--- config.mk ---
export PLATFORM = sky130hd
export DESIGN_NAME = sef_kernel
export DESIGN_NICKNAME = d
export VERILOG_FILES = /design/src/hdl/sef_pkg.sv /design/src/hdl/sef_kernel.sv
export SDC_FILE = /design/constraint.sdc
export NUM_CORES = 1
export LEC_CHECK = 0
export ABC_CLOCK_PERIOD_IN_PS = 5100
export BUFFER_PORTS_ARGS = -buffer_cell sky130_fd_sc_hd__buf_2
export CORE_ASPECT_RATIO = 1.75
export CORE_UTILIZATION = 51
export DETAILED_ROUTE_END_ITERATION = 7
export GPL_TIMING_DRIVEN = 0
export PLACE_DENSITY = 0.94
export SETUP_SLACK_MARGIN = 0.5
export SLEW_MARGIN = 10
export SYNTH_ARGS = -nofsm -noshare
export SYNTH_HDL_FRONTEND = slang
export SYNTH_SLANG_ARGS = --single-unit
--- constraint.sdc ---
create_clock -name vclk -period 5.1
set_clock_uncertainty 0.1 [all_clocks]
set_input_delay 0 -clock vclk [all_inputs]
set_output_delay 0 -clock vclk [all_outputs]
set_load 0.005 [all_outputs]
--- src/hdl/sef_pkg.sv ---
// Shared types, constants and register codes of the 3x3 sharpen and emboss filter.
package sef_pkg;

   // Build-time defaults and fixed field widths.
   localparam int SEF_MAX_WIDTH = 2048;
   localparam int SEF_REG_W     = 12;
   localparam int SEF_ROW_W     = 13;
   localparam int SEF_ADDR_W    = 4;
   localparam int SEF_DATA_W    = 32;
   localparam int SEF_WIN_N     = 6;

   // Luma weights in thousandths, and a reciprocal that divides by 1000 exactly
   // for every weighted sum of 8-bit channels (0 to 255000).
   localparam int SEF_LUMA_R     = 299;
   localparam int SEF_LUMA_G     = 587;
   localparam int SEF_LUMA_B     = 114;
   localparam int SEF_LUMA_SUM_W = 18;
   localparam int SEF_LUMA_RECIP = 268436;
   localparam int SEF_LUMA_SHIFT = 28;
   localparam int SEF_LUMA_PROD_W = 37;

   // Kernel constants.
   localparam int SEF_SHARPEN_CENTRE = 5;
   localparam int SEF_EMBOSS_CORNER  = 2;
   localparam int SEF_EMBOSS_OFFSET  = 128;
   localparam int SEF_PIX_MAX        = 255;

   typedef enum logic [1:0] {
      REG_WIDTH  = 2'd0,
      REG_HEIGHT = 2'd1,
      REG_KIND   = 2'd2
   } reg_index_type;

   typedef enum logic {
      KIND_SHARPEN = 1'b0,
      KIND_EMBOSS  = 1'b1
   } kind_type;

   typedef enum logic {
      MODE_PIXEL = 1'b0,
      MODE_DRAIN = 1'b1
   } mode_type;

   // Red sits in the lowest byte, matching the stream data layout.
   typedef struct packed {
      logic [7:0] blue;
      logic [7:0] green;
      logic [7:0] red;
   } rgb_type;

   // A stored pixel keeps its luma next to the colour so it is worked out once.
   typedef struct packed {
      logic [7:0] luma;
      rgb_type    rgb;
   } pix_type;

   // Per-item control carried alongside the pixel into the kernel stage.
   typedef struct packed {
      logic emit;
      logic apply;
      logic last;
   } ctl_type;

endpackage

--- src/hdl/sef_kernel.sv ---
// Combinational 3x3 sharpen and emboss kernel with clamping and border bypass.
module sef_kernel (
   input  sef_pkg::pix_type window_pix [sef_pkg::SEF_WIN_N],
   input  sef_pkg::pix_type right_mid,
   input  sef_pkg::pix_type right_bot,
   input  sef_pkg::kind_type kind,
   input  sef_pkg::ctl_type ctl,
   output sef_pkg::rgb_type result
);
   import sef_pkg::*;

   // Window layout: 0..2 are the left column top to bottom, 3..5 the middle one.
   function automatic logic signed [11:0] ext(input logic [7:0] v);
      return $signed({4'b0000, v});
   endfunction

   function automatic logic [7:0] clamp8(input logic signed [11:0] v);
      logic [7:0] r;
      if (v < 12'sd0) begin
         r = 8'd0;
      end else if (v > 12'(SEF_PIX_MAX)) begin
         r = 8'(SEF_PIX_MAX);
      end else begin
         r = v[7:0];
      end
      return r;
   endfunction

   function automatic logic [7:0] sharpen(input logic [7:0] mm, input logic [7:0] mt,
                                          input logic [7:0] mb, input logic [7:0] lm,
                                          input logic [7:0] rm);
      logic signed [11:0] s;
      s = ext(mm) * 12'(SEF_SHARPEN_CENTRE) - ext(mt) - ext(mb) - ext(lm) - ext(rm);
      return clamp8(s);
   endfunction

   logic signed [11:0] emboss_sum;
   logic [7:0]         emboss_val;

   always_comb begin
      emboss_sum = ext(window_pix[4].luma) + ext(right_mid.luma) + ext(window_pix[5].luma)
                 + ext(right_bot.luma) * 12'(SEF_EMBOSS_CORNER)
                 - ext(window_pix[0].luma) * 12'(SEF_EMBOSS_CORNER)
                 - ext(window_pix[3].luma) - ext(window_pix[1].luma)
                 + 12'(SEF_EMBOSS_OFFSET);
      emboss_val = clamp8(emboss_sum);
   end

   always_comb begin
      result = window_pix[4].rgb;
      if (ctl.apply) begin
         case (kind)
            KIND_SHARPEN: begin
               result.red   = sharpen(window_pix[4].rgb.red, window_pix[3].rgb.red,
                                      window_pix[5].rgb.red, window_pix[1].rgb.red,
                                      right_mid.rgb.red);
               result.green = sharpen(window_pix[4].rgb.green, window_pix[3].rgb.green,
                                      window_pix[5].rgb.green, window_pix[1].rgb.green,
                                      right_mid.rgb.green);
               result.blue  = sharpen(window_pix[4].rgb.blue, window_pix[3].rgb.blue,
                                      window_pix[5].rgb.blue, window_pix[1].rgb.blue,
                                      right_mid.rgb.blue);
            end
            KIND_EMBOSS: begin
               result.red   = emboss_val;
               result.green = emboss_val;
               result.blue  = emboss_val;
            end
            default: begin
               result = window_pix[4].rgb;
            end
         endcase
      end
   end

endmodule

; Yosys cells after proc, flatten, opt, wreduce, memory -nomap -nowiden
; Index checks and enable logic that the tools add are counted.
[word_totals]
ff_bits = 0
inputBits = 260
out_inout_bits = 24
elab_cells = 41
[op_classes]
muxes = 10
magnitude_cmp = 8
add_sub_neg = 19
bitwise = 1
n_mul = 3
[op_table]
columns = cell, count
row1 = $sub A12 B9 Y12, 11
row2 = $mux W8, 8
row3 = $gt A12 B9 Y1 const B, 4
row4 = $lt A12 B1 Y1 const B, 4
row5 = $pmux W24 S2, 1
row6 = $sub A11 B8 Y12, 3
row7 = $mul A8 B3 Y11 const B, 3
row8 = $mux W24, 1
row9 = $add A12 B9 Y12 const B, 1
row10 = $sub A11 B9 Y12, 1
row11 = $add A10 B9 Y11, 1
row12 = $add A9 B8 Y10, 1
row13 = $add A8 B8 Y9, 1
row14 = $not A1 Y1, 1

; Logic depth before layout (Yosys ltp)
[depth]
word_depth = 12
depth_mapped = 19
depth_no_buf = 19

; Worst setup path after synthesis
; OpenSTA, ideal clock, no wires.
[synth_timing]
kind = input port to output port
from = input window_pix[26] in the netlist's numbering
to = output result[9] in the netlist's numbering
t_required_ns = 5.000
path_buffers = 0
arrival_time_ns = 4.200
cell_stages = 15
slack_ns = 0.800
cell_sequence = inv_1 -> fa_1 -> inv_1 -> fa_1 -> fa_1 -> fa_1 -> ha_1 -> fa_1 -> a211oi_2 -> o21bai_1 -> a2111o_1 -> a31oi_4 -> a31o_2 -> nand2_1 -> o221a_1
[synth_rtl]
columns = element, line
row1 = start: declaration, sef_kernel.sv:3  ; input sef_pkg::pix_type window_pix [sef_pkg::SEF_WIN_N],
row2 = end: declaration, sef_kernel.sv:8  ; output sef_pkg::rgb_type result

==> flow_summary.toml <==
[status]
run_status = "finished, final reports clean"

[power]
cellPowerDensity_nw_per_um2 = 571.9
vdd_ir_drop_max_mv = 0.4251
power.static_leakage_uw = 0.004683

[sta]
finalMaxSlewViolations = 0
worst-slew-pin-transition_ps = 488.9
max_freq_mhz = 213.2
setup-tns-final_ps = 0
period_minus_slack_ps = 4691
finalHoldViolCount = 0
setup_viol = 0
timing.slew.headroom = 0.6740
final_min_period_over_clock_period = 0.9199
hold_worst_slack_ps = 241.7
grt_setup_unrepaired = "true"
fin_ws_ps = 408.6

[detailed_routing]
post_drt_via_cell_ratio = 5.102
drt_first_iter_violations = 114
detail-route-antenna-nets = 0
route.final.wire_length_um = 16930
total_number_of_vias = 5821
wl_per_cell_um = 14.83
number_of_search_and_repair_iterations_in_the_first_detailed_routing_pass = 4
drt_drc_violations_left = 0

[floorplanning]
core_area_um2 = 12430
dieWidth_um = 87.24
num_rows = 54
floorplan.io_pins = 284
chipHeight_um = 151.2
fp.dieArea_um2 = 13190
initial_utilization = 0.5215

[place]
place.port_buffers = 201
preCtsSetupSlack_ps = 268.3
replace_congestion = 0.9287
dpl.hpwl_um = 14870
dpl_cell_area_um2 = 7700

[min_path]
timing.hold.worst_endpoint = "result[8]"
worst_hold_path_type = "primary input to output pin"
min_from = "window_pix[40]"
worst_hold_path.num_cells = 3

[finish]
diodes = 0
postLayoutCoreUtil = 0.6656
area_growth_pct = 27.61
drive_gt1_frac = 0.2939
sequential_cell_area_um2 = 0
clockBufferCount = 0
layout.nets = 1453
numSequentialCells = 0
finished_layout_cell_area_um2 = 8274

[synthesis]
synth.cell_area_um2 = 6484
synth_common_cells = "300 x sky130_fd_sc_hd__inv_1, 129 x sky130_fd_sc_hd__fa_1, 89 x sky130_fd_sc_hd__ha_1"
synth_sequential_area_ratio = 0
synth_area_per_cell_um2 = 8.531
cell_type_with_the_largest_total_area_after_synthesis = "sky130_fd_sc_hd__fa_1"
yosysWarnings = 0
synth.most_common_cell = "sky130_fd_sc_hd__inv_1"
yosys-top-cells-area = "sky130_fd_sc_hd__fa_1 40%, sky130_fd_sc_hd__inv_1 17%, sky130_fd_sc_hd__ha_1 17%, sky130_fd_sc_hd__a21oi_1 2.6%, sky130_fd_sc_hd__xnor2_1 1.6%"
synthDominantCellAreaShare = 0.3983
mappedNetlistNets = 1238
synth.distinct_cells = 60
synth_cells = 760

[critical_path]
cp_cell_sequence = "buf_2 -> inv_1 -> fa_1 -> fa_1 -> fa_1 -> inv_1 -> fa_1 -> inv_1 -> ha_1 -> nand2_2 -> o21ai_0 -> o311ai_1 -> a21boi_1 -> o31ai_2 -> a31oi_4 -> buf_12 -> a221oi_4 -> buf_2"
timing.critical_path.required_ps = 5000
setup.worst_path.start_class = "primary input"
criticalPathCategory = "primary input to output pin"
critical_path.max_fanout = 8
worst_path_most_repeated_cell = "sky130_fd_sc_hd__fa_1"
cpMaxStageDelayCell = "sky130_fd_sc_hd__fa_1"
crit_arrival_ps = 4590
worst_setup_path_end_kind = "output pin"
critical_path.max_stage_delay_ps = 560

[run]
reported_max_cap_violation_count = 0

[grt]
number_of_global_route_vias_before_repair = 6308
gr-usage-met1 = 0.2660
first_pass_grt_wire_length_um = 26680
grt_start_max_net_pins = 11
globalRouteTotalUtil = 0.2569
grt_antenna_before_repair = 1
global_route.overflow_total = 0
groute.layer.met2.usage = 0.5209
global_route.peak_usage_layer = "met2"
groute.layer.met3.usage = 0.03597
==> what timing repair did <==
action,in CTS,in global routing
hold buffers,0,0
endpoints found under the setup margin,19,24
gates resized for setup,21,52
pin swaps,6,42
buffers inserted,2,10
hold endpoints to repair,0,0
==> worst max-delay path, delay by kind of cell <==
family | cells | cell delay (ps)
simple gates | 1 | 120
buf+inv | 6 | 530
compound gates | 6 | 1540
fa+ha+maj | 5 | 2370
==> metrics by stage <==
stage,power [µW],std cells
2_1_floorplan,2848,760
3_3_place_gp,3544,1129
3_5_place_dp,3716,1129
4_1_cts,3982,1131
5_1_grt,5230,1141
6_report,4732,1141
==> cells by family (layout without fill, tap and decap cells) <==
family | count (synthesis) | in the layout | share of synthesized area
buf+inv | 304 | 517 | 0.1772
fa+ha+maj | 218 | 218 | 0.5701
compound gates | 129 | 129 | 0.1480
simple gates | 78 | 78 | 0.06021
xor+xnor | 25 | 25 | 0.03493
mux | 6 | 6 | 0.009649
==> area by class of cell <==
cell class         instances  area [µm²]
multi-input cells        456        5732
inverters                300        1126
fillers                  990        4158
plain buffers              4       28.78
well taps                168       210.2
repair buffers           213        1177
==> where the power goes <==
| part | internal (µW) | total [µW] | switching, µW |
|---|---|---|---|
| combinational | 2150 | 4730 | 2580 |
| clock | 0 | 0 | 0 |
| sequential | 0 | 0 | 0 |
| total | 2150 | 4730 | 2580 |
==> layer usage <==
layer	vias to the layer above	share of wire
met5	-	0
met4	0	0.028
met3	46	0.064
met2	239	0.58
met1	2798	0.33
li1	2738	-
==> worst max-delay path by stage <==
stage / from / to / slack (ps) / cells after the start
finish: window_pix[4] / result[1] / 410 / 18
global route: window_pix[4] / result[1] / 200 / 18
CTS: window_pix[27] / result[7] / 490 / 16
detailed placement: window_pix[28] / result[4] / 270 / 19
global placement: window_pix[28] / result[4] / 330 / 19
floorplan: window_pix[26] / result[9] / 800 / 15
==> cell usage in the layout, fill, tap and decap left out, types with 4 or more instances in the layout <==
cell / synthesis / layout
sky130_fd_sc_hd__a21o_1: 6 / 6
sky130_fd_sc_hd__a21oi_1: 34 / 30
sky130_fd_sc_hd__a21oi_2: 2 / 5
sky130_fd_sc_hd__a31oi_4: 2 / 8
sky130_fd_sc_hd__buf_12: 0 / 5
sky130_fd_sc_hd__buf_2: 1 / 198
sky130_fd_sc_hd__buf_4: 0 / 7
sky130_fd_sc_hd__buf_6: 0 / 4
sky130_fd_sc_hd__fa_1: 129 / 126
sky130_fd_sc_hd__ha_1: 89 / 79
sky130_fd_sc_hd__ha_4: 0 / 7
sky130_fd_sc_hd__inv_1: 300 / 293
sky130_fd_sc_hd__inv_2: 0 / 7
sky130_fd_sc_hd__nand2_1: 19 / 17
sky130_fd_sc_hd__nand3_1: 6 / 6
sky130_fd_sc_hd__nor2_1: 27 / 26
sky130_fd_sc_hd__nor2b_1: 4 / 4
sky130_fd_sc_hd__nor3_1: 5 / 5
sky130_fd_sc_hd__o21a_1: 7 / 7
sky130_fd_sc_hd__o21ai_0: 12 / 11
sky130_fd_sc_hd__o21bai_1: 6 / 4
sky130_fd_sc_hd__o22a_1: 8 / 8
sky130_fd_sc_hd__o22ai_1: 8 / 4
sky130_fd_sc_hd__xnor2_1: 12 / 12
sky130_fd_sc_hd__xor2_1: 12 / 12
(Power assumes the default switching activity.)
